===== src/design/lzsd_pkg.sv =====
// ----------------------------------------------------------------------------
// lzsd_pkg
// Shared constants and controller/datapath interface types for the LZSS
// stream decoder.
// ----------------------------------------------------------------------------
package lzsd_pkg;

  localparam int RING_DEPTH_DEF = 1024;
  localparam int MAX_COPY_DEF   = 18;

  localparam logic [7:0] SPACE_CHAR = 8'h20;
  localparam logic [4:0] MIN_COPY   = 5'd3;
  localparam logic [3:0] FLAG_UNITS = 4'd8;

  // Commands from the controller to the datapath.
  typedef struct packed {
    logic restart;     // make the ring read as spaces, rewind write pointer
    logic literal;     // emit code_byte and write it into the ring
    logic hold_low;    // keep code_byte as the low byte of a pair position
    logic start_copy;  // code_byte completes a pair: issue the first ring read
    logic copy_step;   // emit one copied byte
  } dp_cmd_t;

  // Status from the datapath to the controller.
  typedef struct packed {
    logic out_free;    // output register can take a byte this cycle
    logic copy_last;   // the byte of the next copy step ends the copy
  } dp_status_t;

endpackage


===== src/design/lzsd_ctrl.sv =====
// ----------------------------------------------------------------------------
// lzsd_ctrl
// Token controller: tracks the flag group and token phase, gates the input
// channel and sequences copies through the datapath.
// ----------------------------------------------------------------------------
module lzsd_ctrl
  import lzsd_pkg::*;
(
  input  logic       clk,
  input  logic       rst,
  input  logic       in_valid,
  output logic       in_ready,
  input  logic [7:0] code_byte,
  input  logic       chunk_start,
  input  dp_status_t status,
  output dp_cmd_t    cmd
);

  localparam logic [0:0] ST_IDLE = 1'b0;
  localparam logic [0:0] ST_COPY = 1'b1;

  localparam logic [1:0] PH_FLAG   = 2'd0;
  localparam logic [1:0] PH_UNIT   = 2'd1;
  localparam logic [1:0] PH_SECOND = 2'd2;

  logic [0:0] state, state_next;
  logic [1:0] phase, phase_next;
  logic [7:0] flag_bits, flag_bits_next;
  logic [3:0] flags_remaining, flags_remaining_next;

  logic       accept;
  logic [1:0] phase_eff;
  logic [3:0] remaining_dec;

  assign remaining_dec = (flags_remaining != 4'd0) ? flags_remaining - 4'd1 : flags_remaining;

  always_comb begin
    state_next           = state;
    phase_next           = phase;
    flag_bits_next       = flag_bits;
    flags_remaining_next = flags_remaining;
    cmd                  = '0;
    in_ready             = (state == ST_IDLE) && status.out_free;
    accept               = in_valid && in_ready;
    phase_eff            = chunk_start ? PH_FLAG : phase;

    unique case (state)
      ST_IDLE: begin
        if (accept) begin
          cmd.restart = chunk_start;
          case (phase_eff)
            PH_UNIT: begin
              if (flag_bits[0]) begin
                cmd.literal          = 1'b1;
                flag_bits_next       = flag_bits >> 1;
                flags_remaining_next = remaining_dec;
                phase_next           = (remaining_dec != 4'd0) ? PH_UNIT : PH_FLAG;
              end else begin
                cmd.hold_low = 1'b1;
                phase_next   = PH_SECOND;
              end
            end
            PH_SECOND: begin
              // The unit is closed now; no input is taken until the copy ends.
              cmd.start_copy       = 1'b1;
              state_next           = ST_COPY;
              flag_bits_next       = flag_bits >> 1;
              flags_remaining_next = remaining_dec;
              phase_next           = (remaining_dec != 4'd0) ? PH_UNIT : PH_FLAG;
            end
            default: begin
              flag_bits_next       = code_byte;
              flags_remaining_next = FLAG_UNITS;
              phase_next           = PH_UNIT;
            end
          endcase
        end
      end
      ST_COPY: begin
        cmd.copy_step = status.out_free;
        if (status.out_free && status.copy_last) begin
          state_next = ST_IDLE;
        end
      end
      default: begin
        state_next = ST_IDLE;
      end
    endcase
  end

  always_ff @(posedge clk) begin
    if (rst) begin
      state           <= ST_IDLE;
      phase           <= PH_FLAG;
      flag_bits       <= '0;
      flags_remaining <= '0;
    end else begin
      state           <= state_next;
      phase           <= phase_next;
      flag_bits       <= flag_bits_next;
      flags_remaining <= flags_remaining_next;
    end
  end

endmodule


===== config.mk =====
export PLATFORM = sky130hd
export DESIGN_NAME = lzsd_ctrl
export DESIGN_NICKNAME = d
export VERILOG_FILES = /design/src/design/lzsd_pkg.sv /design/src/design/lzsd_ctrl.sv
export SDC_FILE = /design/constraint.sdc
export NUM_CORES = 1
export LEC_CHECK = 0
export BUFFER_PORTS_ARGS = -buffer_cell sky130_fd_sc_hd__buf_4
export CAP_MARGIN = 20
export CORE_ASPECT_RATIO = 0.75
export CORE_MARGIN = 5
export CORE_UTILIZATION = 42
export CTS_BUF_LIST = sky130_fd_sc_hd__clkbuf_8
export CTS_CLUSTER_DIAMETER = 30
export DETAILED_ROUTE_END_ITERATION = 7
export PLACE_DENSITY = 0.75
export SLEW_MARGIN = 20
export SYNTH_ARGS = -nofsm -noshare
export SYNTH_HDL_FRONTEND = slang
export SYNTH_SLANG_ARGS = --single-unit

===== constraint.sdc =====
create_clock -name clk -period 4 [get_ports clk]
set_clock_uncertainty 0.1 [all_clocks]
set_input_delay 0.8 -clock clk [delete_from_list [all_inputs] [get_ports clk]]
set_output_delay 0.8 -clock clk [all_outputs]
set_load 0.02 [all_outputs]

======== Word-level counts from Yosys, hierarchy flattened ========
Index checks and enable logic that the tools add are counted.
word-level totals
  register bits after elaboration ......... 15
  bits of input ports ..................... 14
  output and inout port bits .............. 6
  word-level logic and storage cells ...... 36
operators by class
  $add $sub $neg .......................... 1
  equal/unequal tests ..................... 3
  muxes and demuxes ....................... 19
  bitwise operators ....................... 1
  reductions and logical operators ........ 7
operators with widths
  kind                 number
  $mux 4               4
  $pmux 8 s2           1
  $mux 8               1
  $pmux 4 s2           1
  $reduce_bool 4->1    2
  $mux 1               7
  $mux 2               3
  $pmux 2 s2           1
  $sub 4x1->4 const B  1
  $logic_and 1x1->1    3
  $reduce_and 3->1     1
  $eq 2x1->1 const B   1
  $eq 2x2->1 const B   1
  $ne 2x2->1 const B   1
  $pmux 1 s2           1
  $reduce_and 2->1     1
  $not 1->1            1

======== Logic depth before layout (Yosys ltp) ========
Gate-level depths: netlist of the first run.
  depth in word-level cells ............... 6
  gate-level depth with buffers ........... 7
  mapped depth without buffers ............ 6

======== Worst setup path after synthesis of the first run ========
No wires, ideal clock.
  path type ............................... input-to-output
  start ................................... input port chunk_start
  end ..................................... output port cmd[2] (netlist bit)
  data arrival time ....................... 1819 ps
  required time ........................... 3100 ps
  slack ................................... 1281 ps
  stages .................................. 6
  path buffers ............................ 1
  cell sequence ........................... nand2b_1 inv_1 ha_1 or2b_1 buf_2 nor2_1
RTL lines
  item             RTL line         text
  start, declared  lzsd_ctrl.sv:14  input logic chunk_start,
  end, declared    lzsd_ctrl.sv:16  output dp_cmd_t cmd

==> results of run 1 <==
registers in the layout, summed over array words and instances, names as in the netlist:
name             flops
flag_bits            8
flags_remaining      4
phase                2
state                1
cell families after synthesis:
| group | count (synthesis) |
|---|---|
| adder cells (fa/ha/maj) | 3 |
| flip-flops | 15 |
| buffers and inverters | 13 |
| AND/OR/NAND/NOR | 46 |
| AO/OA/AOI/OAI | 33 |
cell usage in the layout (no fill, tap or decap), types with 3 or more instances in the layout:
master    instances
o21ai_0           4
nand3_1           9
inv_1             5
and2_1            3
a21oi_1          11
nand2_1          10
dfxtp_1          15
nor2_1            6
o31ai_1           4
clkbuf_8          3
ha_1              3
a311oi_1          6
buf_4            19
layout make-up:
class                      instances  area, µm²  area share, %
multi-input combinational         82        528           49.4
inverter                           6       22.5           2.11
sequential                        15        300           28.1
timing repair buffer              19        143           13.3
clock buffer                       3       41.3           3.86
tap                               24       30.0           2.81
clock inverter                     1       5.00          0.468
metrics by stage:
stage	instances	util [%]	power, W
4_1_cts	150	52.6	0.000336
2_1_floorplan	110	-	0.000195
3_5_place_dp	146	50.4	0.000211
3_3_place_gp	146	50.4	0.000210
6_report	150	52.6	0.000335
5_1_grt	150	52.6	0.000348
power by group through the flow:
stage | clock network [W] | logic (W) | registers, W
6_report | 0.000127 | 0.0000465 | 0.000162
5_1_grt | 0.000133 | 0.0000518 | 0.000163
3_5_place_dp | 0 | 0.0000466 | 0.000165
3_3_place_gp | 0 | 0.0000453 | 0.000165
4_1_cts | 0.000128 | 0.0000466 | 0.000162
2_1_floorplan | 0 | 0.0000319 | 0.000163
worst max-delay path: stages:
cell,delay [ns]
buf_4,0.11
nand2b_1,0.15
inv_1,0.06
ha_1,0.18
or2b_1,0.35
nor2_1,0.13
buf_4,0.15
worst paths after layout:
kind                         to  slack [ns]  cells after the start
max                      cmd[2]        1.16                      7
min                    phase[1]        0.36                      2
max reg2reg  flags_remaining[2]        2.09                      6
min reg2reg            phase[1]        0.36                      2
routing by layer:
metal  vias to the layer above  wire length, µm
met4                         0               10
met5                         -                0
met2                        26              949
met3                         2              143
li1                        439                -
met1                       409              974
==> results.md, run 1 <==
* Status: completed
* Post-synth EDFFs at 0
* Detailed placer's ending HPWL at 1500 µm
* PwrDens at 313 nW/µm²
* Peak supply drop at 0.000200 V
* CTS root buf: clkbuf_8
* Routability congestion estimate at 0.792
* Power share of the combinational group at 13.9%
* Crit. Startpoint: chunk_start
* Ys Warns at 0
* Yosys top cell by area: dfxtp_1
* Crit Path Class: input pin to output pin
* Yosys reg bits at 15
* RR Startpoint: phase[1]
* Mux contribution to synthesized area at 0%
* Ys flop type: dfxtp_1
* Final period demand of the worst path at 2.84 ns
* Clk_lat worst skew at 0.25 ns
* Avg WL per Cell at 13.8 µm
* CTS buffer count at 3
* Async SR Flop Fraction at 0%
* DIE HEIGHT at 50.3 µm
* Cell internal pwr at 0.000247 W
* Dpl ws at 1.15 ns
* Clock power frac at 37.9%
* Met1 usage at 19.1%
* Slew of the pin with the lowest slew margin at 0.632 ns
* Leakage at 0.436 nW
* Yosys top cell area share at 33.0%
* Worst min path class: register to register
* Grt ovf at 0
* Largest family of logic cells by synthesized area: simple AND/OR/NAND/NOR gates
* Cts hold-fix bufs at 0
* Syn Area/Cell at 8.27 µm²
* DRT Pass-1 Iters at 4
* Seq pwr share at 48.2%
* Post-Layout Inst Area at 1070 µm²
* Post-Synth XOR/XNOR Area at 0%
* Post-DP Area at 1020 µm²
* Cells after Synth at 110
* DRC errors left at 0
* Die width at 63.7 µm
* Compound-Gate Fraction of Synth Area at 25.0%
* I/O pin count at 20
* Fin Setup TNS at 0 ns
* Post-synth top cells: 15 x dfxtp_1, 11 x a21oi_1, 10 x nand2_1, 9 x nand3_1
* Fmax at 0.352 GHz
* DIE AREA at 3210 µm²
* Filler Cells Inserted at 203
* Clock buffer depth at 2
* Crit path launch type: input pin
* Vias in the first global route at 811
* Largest net degree at the start of global routing at 16
* Layout cells sized above 1 at 21.4%
* H-tree Lvls at 1
* Worst Slack Setup Final at 1.16 ns
* Max-Cap Viols at 0
* CTS sink cnt at 15
* Adder-cell share of the synthesized area at 4.13%
* CTS tree: done
* Via count at 876
* Worst setup EP type: output pin
* Area Overhead vs Synth at 17.6%
* Routed wire length at 2080 µm
* Total core area at 2030 µm²
* Setup violators final at 0
* M2 GR Usage at 20.6%
* Unique masters post-synth at 36
* Period utilization at 71.0%
* RSZ-0062 raised after global routing: false
* Global-route wire length before repair at 3570 µm
* Met3 Track Usage GR at 4.46%
* Diodes inserted at 0
* Switching Fraction at 26.4%
* Data required, critical path at 3.10 ns
* Fin. max-slew vios at 0
* Synth top area cells: dfxtp_1 33%, a21oi_1 6.1%, a311oi_1 5.8%
* Via-to-Cell Ratio at 5.84
* DRT iter0 DRCs at 42
* Syn_nets at 127
* Cts repair resizes at 0
* IO Port Bufs at 19
* Crit path max fanout at 9
* Simple-Gate Fraction of Synth Area at 28.9%
* Cell area after synthesis at 910 µm²
* Rows at 14
* Grt peak-use layer: met2
* Net Sw Power at 0.0000885 W
* WHS at 0.360 ns
* Worst EP arrival at 1.94 ns
* Initial Util at 44.8%
* Layout Nets at 144
* Antenna-violating nets left at 0
* HP Start: phase[1]
* GRT Resource Usage Total at 13.4%
* Initial antenna violation count at 0
* CTS clk-pin slew, worst paths at 0.07 ns
* Top-count cell post-synth: dfxtp_1
* Postcts setup bufs at 0
* Hold Vio Cnt, Final at 0
* Worst slew margin at 57.8%
* Sequential area share after synthesis at 33.0%
No activity file was read; power rests on OpenSTA's default activity.
==> inputs of run 2 (changes only) <==
--- a/config.mk
+++ b/config.mk
@@ -13,7 +13,7 @@
 export CTS_BUF_LIST = sky130_fd_sc_hd__clkbuf_8
 export CTS_CLUSTER_DIAMETER = 30
 export DETAILED_ROUTE_END_ITERATION = 7
-export PLACE_DENSITY = 0.75
+export PLACE_DENSITY = 0.78
 export SLEW_MARGIN = 20
 export SYNTH_ARGS = -nofsm -noshare
 export SYNTH_HDL_FRONTEND = slang
==> constraint.sdc (replaced) <==
create_clock -name clk -period 2.4 [get_ports clk]
set_clock_uncertainty 0.1 [all_clocks]
set_input_delay 0.48 -clock clk [delete_from_list [all_inputs] [get_ports clk]]
set_output_delay 0.48 -clock clk [all_outputs]
set_load 0.02 [all_outputs]
==> run 2 against run 1 <==
Clock-buffer cell count did not move. Critical path type unchanged. Via count rose by 2.4%. Largest power group unchanged. First-iteration DRC count grew 4.8%. Die area is the same. Sequential share of layout area is 0.74 points lower. Flip-flop and latch count stayed put. Register-to-register slack worse by 1.4 ns. Cell area up 2.7%. Hold slack lost 0.00072 ns. Largest cell class unchanged. Non-clock buffer count increased by 4. Core utilization rose by 1.4 points. Wire length up 6.3%.
==> results.md, run 2 (synthesis results as in run 1) <==
* Routability congestion estimate at 0.779 (was 0.792)
* Filler Cells Inserted at 194 (was 203)
* Crit Path Class: input pin to output pin (unchanged)
* Global-route wire length before repair at 3800 µm (was 3570 µm)
* I/O pin count at 20 (unchanged)
* RSZ-0062 raised after global routing: false (unchanged)
* Setup violators final at 0 (unchanged)
* Worst r2r path cells at 7 (was 6)
* Peak supply drop at 0.000376 V (was 0.000200 V)
* Status: completed (unchanged)
* Crit path launch type: input pin (unchanged)
* Avg WL per Cell at 14.3 µm (was 13.8 µm)
* Worst setup EP type: output pin (unchanged)
* Fin. max-slew vios at 0 (unchanged)
* Vias in the first global route at 823 (was 811)
* WHS at 0.359 ns (was 0.360 ns)
* Dpl ws at 0.310 ns (was 1.15 ns)
* Worst EP arrival at 1.49 ns (was 1.94 ns)
* DRT iter0 DRCs at 44 (was 42)
* DRT Pass-1 Iters at 4 (unchanged)
* Highest-count cells in the layout ignoring fill and taps: 23 x buf_4, 15 x dfxtp_1, 11 x a21oi_1, 10 x nand2_1, 9 x nand3_1 (was 19 x buf_4, 15 x dfxtp_1, 11 x a21oi_1, 10 x nand2_1, 9 x nand3_1)
* H-tree Lvls at 1 (unchanged)
* CTS buffer count at 3 (unchanged)
* CTS tree: done (unchanged)
* CTS clk-pin slew, worst paths at 0.06 ns (was 0.07 ns)
* Postcts setup bufs at 0 (unchanged)
* DIE AREA at 3210 µm² (unchanged)
* Largest net degree at the start of global routing at 15 (was 16)
* CTS root buf: clkbuf_8 (unchanged)
* Top reg by flops: flag_bits (unchanged)
* PwrDens at 509 nW/µm² (was 313 nW/µm²)
* R2r endpoint: flags_remaining[0] (was flags_remaining[2])
* Layout cells sized above 1 at 23.1% (was 21.4%)
* Area Overhead vs Synth at 20.8% (was 17.6%)
* Initial Util at 44.8% (unchanged)
* Leakage at 0.457 nW (was 0.436 nW)
* Diodes inserted at 0 (unchanged)
* Initial antenna violation count at 0 (unchanged)
* GRT Resource Usage Total at 14.6% (was 13.4%)
* Post-Layout Inst Area at 1100 µm² (was 1070 µm²)
* Fin Setup TNS at 0 ns (unchanged)
* Via-to-Cell Ratio at 5.82 (was 5.84)
* Regs by FF count: flag_bits: 8 flops, flags_remaining: 4 flops, phase: 2 flops (unchanged)
* Post-DP Area at 1050 µm² (was 1020 µm²)
* Rows at 14 (unchanged)
* Layout Nets at 148 (was 144)
* Commonest non-fill, non-tap cell in the layout: buf_4 (unchanged)
* Final period demand of the worst path at 2.07 ns
* Slew of the pin with the lowest slew margin at 0.409 ns (was 0.632 ns)
* DRC errors left at 0 (unchanged)
* Grt ovf at 0 (unchanged)
* Crit. Startpoint: chunk_start (unchanged)
* Cts hold-fix bufs at 0 (unchanged)
* Data required, critical path at 1.82 ns (was 3.10 ns)
* Total core area at 2030 µm² (unchanged)
* CP endpoint: cmd[2] (unchanged)
* Detailed placer's ending HPWL at 1650 µm (was 1500 µm)
* Via count at 897 (was 876)
* Clk_lat worst skew at 0.25 ns (about the same)
* Worst Slack Setup Final at 0.326 ns (was 1.16 ns)
* Worst slew margin at 72.7% (was 57.8%)
* Routed wire length at 2210 µm (was 2080 µm)
* Cts repair resizes at 0 (unchanged)
* Clock buffer depth at 2 (unchanged)
* IO Port Bufs at 19 (unchanged)
* Crit path max fanout at 4 (was 9)
* Fin util at 54.1% (was 52.6%)
* Flop-to-flop setup slack at 0.64 ns (was 2.09 ns)
* Worst min path class: register to register (unchanged)
* Antenna-violating nets left at 0 (unchanged)
* RR Startpoint: phase[0] (was phase[1])
* CTS sink cnt at 15 (unchanged)
* Max-Cap Viols at 0 (unchanged)
* Largest register FFs at 8 (unchanged)
* Die width at 63.7 µm (unchanged)
* Fmax at 0.482 GHz
* DIE HEIGHT at 50.3 µm (unchanged)
* Period utilization at 86.4%
* Hold Vio Cnt, Final at 0 (unchanged)
[run 2: power breakdown]
part / switching [W] / leakage (nW) / internal, W
Sequential: 0.00000831 / 0.123 / 0.000261
Combinational: 0.0000445 / 0.307 / 0.0000392
Clock: 0.0000926 / 0.0269 / 0.000113
[run 2: worst min path at each step]
stage                    end  cells after the start  slack, ns      from
finish              phase[1]                      2       0.36  phase[1]
global route        phase[1]                      2       0.40  phase[1]
CTS                 phase[1]                      2       0.36  phase[1]
detailed placement  phase[1]                      2       0.35  phase[1]
global placement    phase[1]                      2       0.35  phase[1]
floorplan           phase[1]                      2       0.33  phase[1]
[run 2: layer usage]
metal,vias to the layer above,track usage [%],wire length (µm)
met1,409,21.2,1040
li1,452,-,-
met4,0,3.81,17
met2,32,20.6,977
met5,-,0,0
met3,4,4.69,175
[run 2: critical path, cell delays in order]
cell      delay (ns)
buf_4           0.11
nand2b_1        0.15
inv_1           0.06
ha_1            0.19
or2b_1          0.26
nor2_1          0.09
buf_4           0.15
[run 2: through the flow]
| step | total power (W) | instances |
|---|---|---|
| 5_1_grt | 0.000588 | 154 |
| 3_5_place_dp | 0.000358 | 150 |
| 4_1_cts | 0.000561 | 154 |
| 2_1_floorplan | 0.000325 | 110 |
| 3_3_place_gp | 0.000355 | 150 |
| 6_report | 0.000559 | 154 |
[run 2: area by class of cell]
| cell class | count | area, µm² | share of cell area, % |
|---|---|---|---|
| clock buffers | 3 | 41.3 | 3.76 |
| clock inverters | 1 | 3.75 | 0.342 |
| inverters | 6 | 22.5 | 2.05 |
| multi-input cells | 82 | 528 | 48.1 |
| flip-flops and latches | 15 | 300 | 27.3 |
| well taps | 24 | 30.0 | 2.73 |
| repair buffers | 23 | 173 | 15.7 |
==> inputs of run 3 (changes only) <==
--- a/config.mk
+++ b/config.mk
@@ -12,8 +12,10 @@
 export CORE_UTILIZATION = 42
 export CTS_BUF_LIST = sky130_fd_sc_hd__clkbuf_8
 export CTS_CLUSTER_DIAMETER = 30
+export CTS_CLUSTER_SIZE = 28
 export DETAILED_ROUTE_END_ITERATION = 7
 export PLACE_DENSITY = 0.78
+export RECOVER_POWER = 25
 export SLEW_MARGIN = 20
 export SYNTH_ARGS = -nofsm -noshare
 export SYNTH_HDL_FRONTEND = slang
==> run 3 against run 2 <==
Total power increased by 0.12%. Non-clock buffer count stayed put. Largest power group unchanged. Register-to-register slack about the same. Hold slack about the same. Cell area fell by 1.4%. Wire length is 0.59% higher. Via count fell by 0.67%. Critical path depth unchanged. First-iteration DRC count rose by 14%. Clock-buffer cell count unchanged. Core utilization is 0.74 points lower. Largest cell class unchanged. Critical endpoint unchanged.
==> results.md, run 3 (synthesis results as in run 1) <==
* Status: completed (unchanged)
* Regs by FF count: flag_bits: 8 flops, flags_remaining: 4 flops, phase: 2 flops (unchanged)
* Slew of the pin with the lowest slew margin at 0.429 ns (was 0.409 ns)
* Die width at 63.7 µm (unchanged)
* CTS clk-pin slew, worst paths at 0.07 ns (was 0.06 ns)
* Crit Path Class: input pin to output pin (unchanged)
* Post-placement cell count at 150 (unchanged)
* Postcts setup bufs at 0 (unchanged)
* Cts repair resizes at 0 (unchanged)
* Detailed placer's ending HPWL at 1650 µm (unchanged)
* Layout Nets at 148 (unchanged)
* I/O pin count at 20 (unchanged)
* Fin Setup TNS at 0 ns (unchanged)
* CTS sink cnt at 15 (unchanged)
* Clk_lat worst skew at 0.25 ns (about the same)
* Initial Util at 44.8% (unchanged)
* Vias in the first global route at 823 (unchanged)
* Via count at 891 (was 897)
* M2 GR Usage at 20.6% (unchanged)
* WHS at 0.360 ns (was 0.359 ns)
* Fin. max-slew vios at 0 (unchanged)
* Crit path max fanout at 4 (unchanged)
* Grt ovf at 0 (unchanged)
* Period utilization at 86.5% (was 86.4%)
* Hold Vio Cnt, Final at 0 (unchanged)
* Data required, critical path at 1.82 ns (about the same)
* Non-Filler Instances at 154 (unchanged)
* Global-route wire length before repair at 3800 µm (unchanged)
* Highest-count cells in the layout ignoring fill and taps: 18 x buf_4, 15 x dfxtp_1, 11 x a21oi_1, 10 x nand2_1, 9 x nand3_1 (was 23 x buf_4, 15 x dfxtp_1, 11 x a21oi_1, 10 x nand2_1, 9 x nand3_1)
* Commonest non-fill, non-tap cell in the layout: buf_4 (unchanged)
* Layout cells sized above 1 at 20.0% (was 23.1%)
* Final period demand of the worst path at 2.08 ns (was 2.07 ns)
* CTS buffer count at 3 (unchanged)
* H-tree Lvls at 1 (unchanged)
* RSZ-0062 raised after global routing: false (unchanged)
* RR Startpoint: phase[0] (unchanged)
* Met1 usage at 21.2% (unchanged)
* Total core area at 2030 µm² (unchanged)
* Flop-to-flop setup slack at 0.63 ns (was 0.64 ns)
* Routed wire length at 2220 µm (was 2210 µm)
* IO Port Bufs at 19 (unchanged)
* DRC errors left at 0 (unchanged)
* DIE AREA at 3210 µm² (unchanged)
* CTS root buf: clkbuf_8 (unchanged)
* Worst slew margin at 71.4% (was 72.7%)
* Worst min path class: register to register (unchanged)
* Grt peak-use layer: met1 (unchanged)
* Worst r2r path cells at 7 (unchanged)
* DIE HEIGHT at 50.3 µm (unchanged)
* Crit path launch type: input pin (unchanged)
* Met3 Track Usage GR at 4.69% (unchanged)
* Crit. Startpoint: chunk_start (unchanged)
* Top reg by flops: flag_bits (unchanged)
* DRT iter0 DRCs at 50 (was 44)
* DRT Pass-1 Iters at 4 (unchanged)
* Area Overhead vs Synth at 19.1% (was 20.8%)
* CTS tree: done (unchanged)
* Clock buffer depth at 2 (unchanged)
* CP endpoint: cmd[2] (unchanged)
* Peak supply drop at 0.000371 V (was 0.000376 V)
* Setup violators final at 0 (unchanged)
* Worst setup EP type: output pin (unchanged)
* Largest net degree at the start of global routing at 15 (unchanged)
* Routability congestion estimate at 0.779 (unchanged)
* Antenna-violating nets left at 0 (unchanged)
* Cts hold-fix bufs at 0 (unchanged)
* Rows at 14 (unchanged)
* Initial antenna violation count at 0 (unchanged)
* Via-to-Cell Ratio at 5.79 (was 5.82)
* GRT Resource Usage Total at 14.6% (unchanged)
* Leakage at 0.440 nW (was 0.457 nW)
* R2r endpoint: flags_remaining[0] (unchanged)
* Post-Layout Inst Area at 1080 µm² (was 1100 µm²)
* Avg WL per Cell at 14.4 µm (was 14.3 µm)
* Diodes inserted at 0 (unchanged)
* Hold Path Stages at 2 (unchanged)
* PwrDens at 517 nW/µm² (was 509 nW/µm²)
* Post-DP Area at 1050 µm² (unchanged)
* Fmax at 0.482 GHz (about the same)
* Largest register FFs at 8 (unchanged)
* Max-Cap Viols at 0 (unchanged)
* Worst EP arrival at 1.50 ns (was 1.49 ns)
==> run 3: cell types whose count changed in the layout (fill, tap and decap cells not counted), sizes merged <==
cell    delta
buf        -5
clkbuf     +5
==> run 3: worst min-delay path by stage <==
stage	startpoint	end	slack, ns
after floorplan	phase[1]	phase[1]	0.33
after global placement	phase[1]	phase[1]	0.35
after detailed placement	phase[1]	phase[1]	0.35
after CTS	phase[1]	phase[1]	0.36
after global routing	phase[1]	phase[1]	0.40
final	phase[1]	phase[1]	0.36
==> run 3: area by class of cell <==
cell class / count / area [µm²]
flip-flops and latches: 15 / 300
repair buffers: 23 / 158
clock buffers: 3 / 41.3
clock inverters: 1 / 3.75
multi-input cells: 82 / 528
well taps: 24 / 30.0
fillers: 198 / 948
inverters: 6 / 22.5
==> run 3: critical path, cell delays in order <==
cell	delay [ns]
clkbuf_4	0.11
nand2b_1	0.15
inv_1	0.06
ha_1	0.19
or2b_1	0.26
nor2_1	0.09
buf_4	0.15
==> run 3: metrics by stage <==
step           setup slack (ns)  power [W]  utilization [%]
3_5_place_dp              0.310   0.000358             51.8
2_1_floorplan             0.321   0.000325                -
5_1_grt                   0.257   0.000585             53.3
3_3_place_gp              0.344   0.000355             51.8
4_1_cts                   0.326   0.000561             54.1
6_report                  0.324   0.000560             53.3
==> run 3: metal layers <==
| layer | share of wire [%] | wire, µm |
|---|---|---|
| met5 | 0 | 0 |
| met4 | 0.36 | 8 |
| met1 | 49 | 1100 |
| met2 | 43 | 962 |
| met3 | 6.9 | 153 |
==> run 3: power breakdown <==
group	switching [W]	internal [W]
Sequential	0.00000832	0.000261
Combinational	0.0000446	0.0000370
Clock	0.0000953	0.000114
Total	0.000148	0.000411
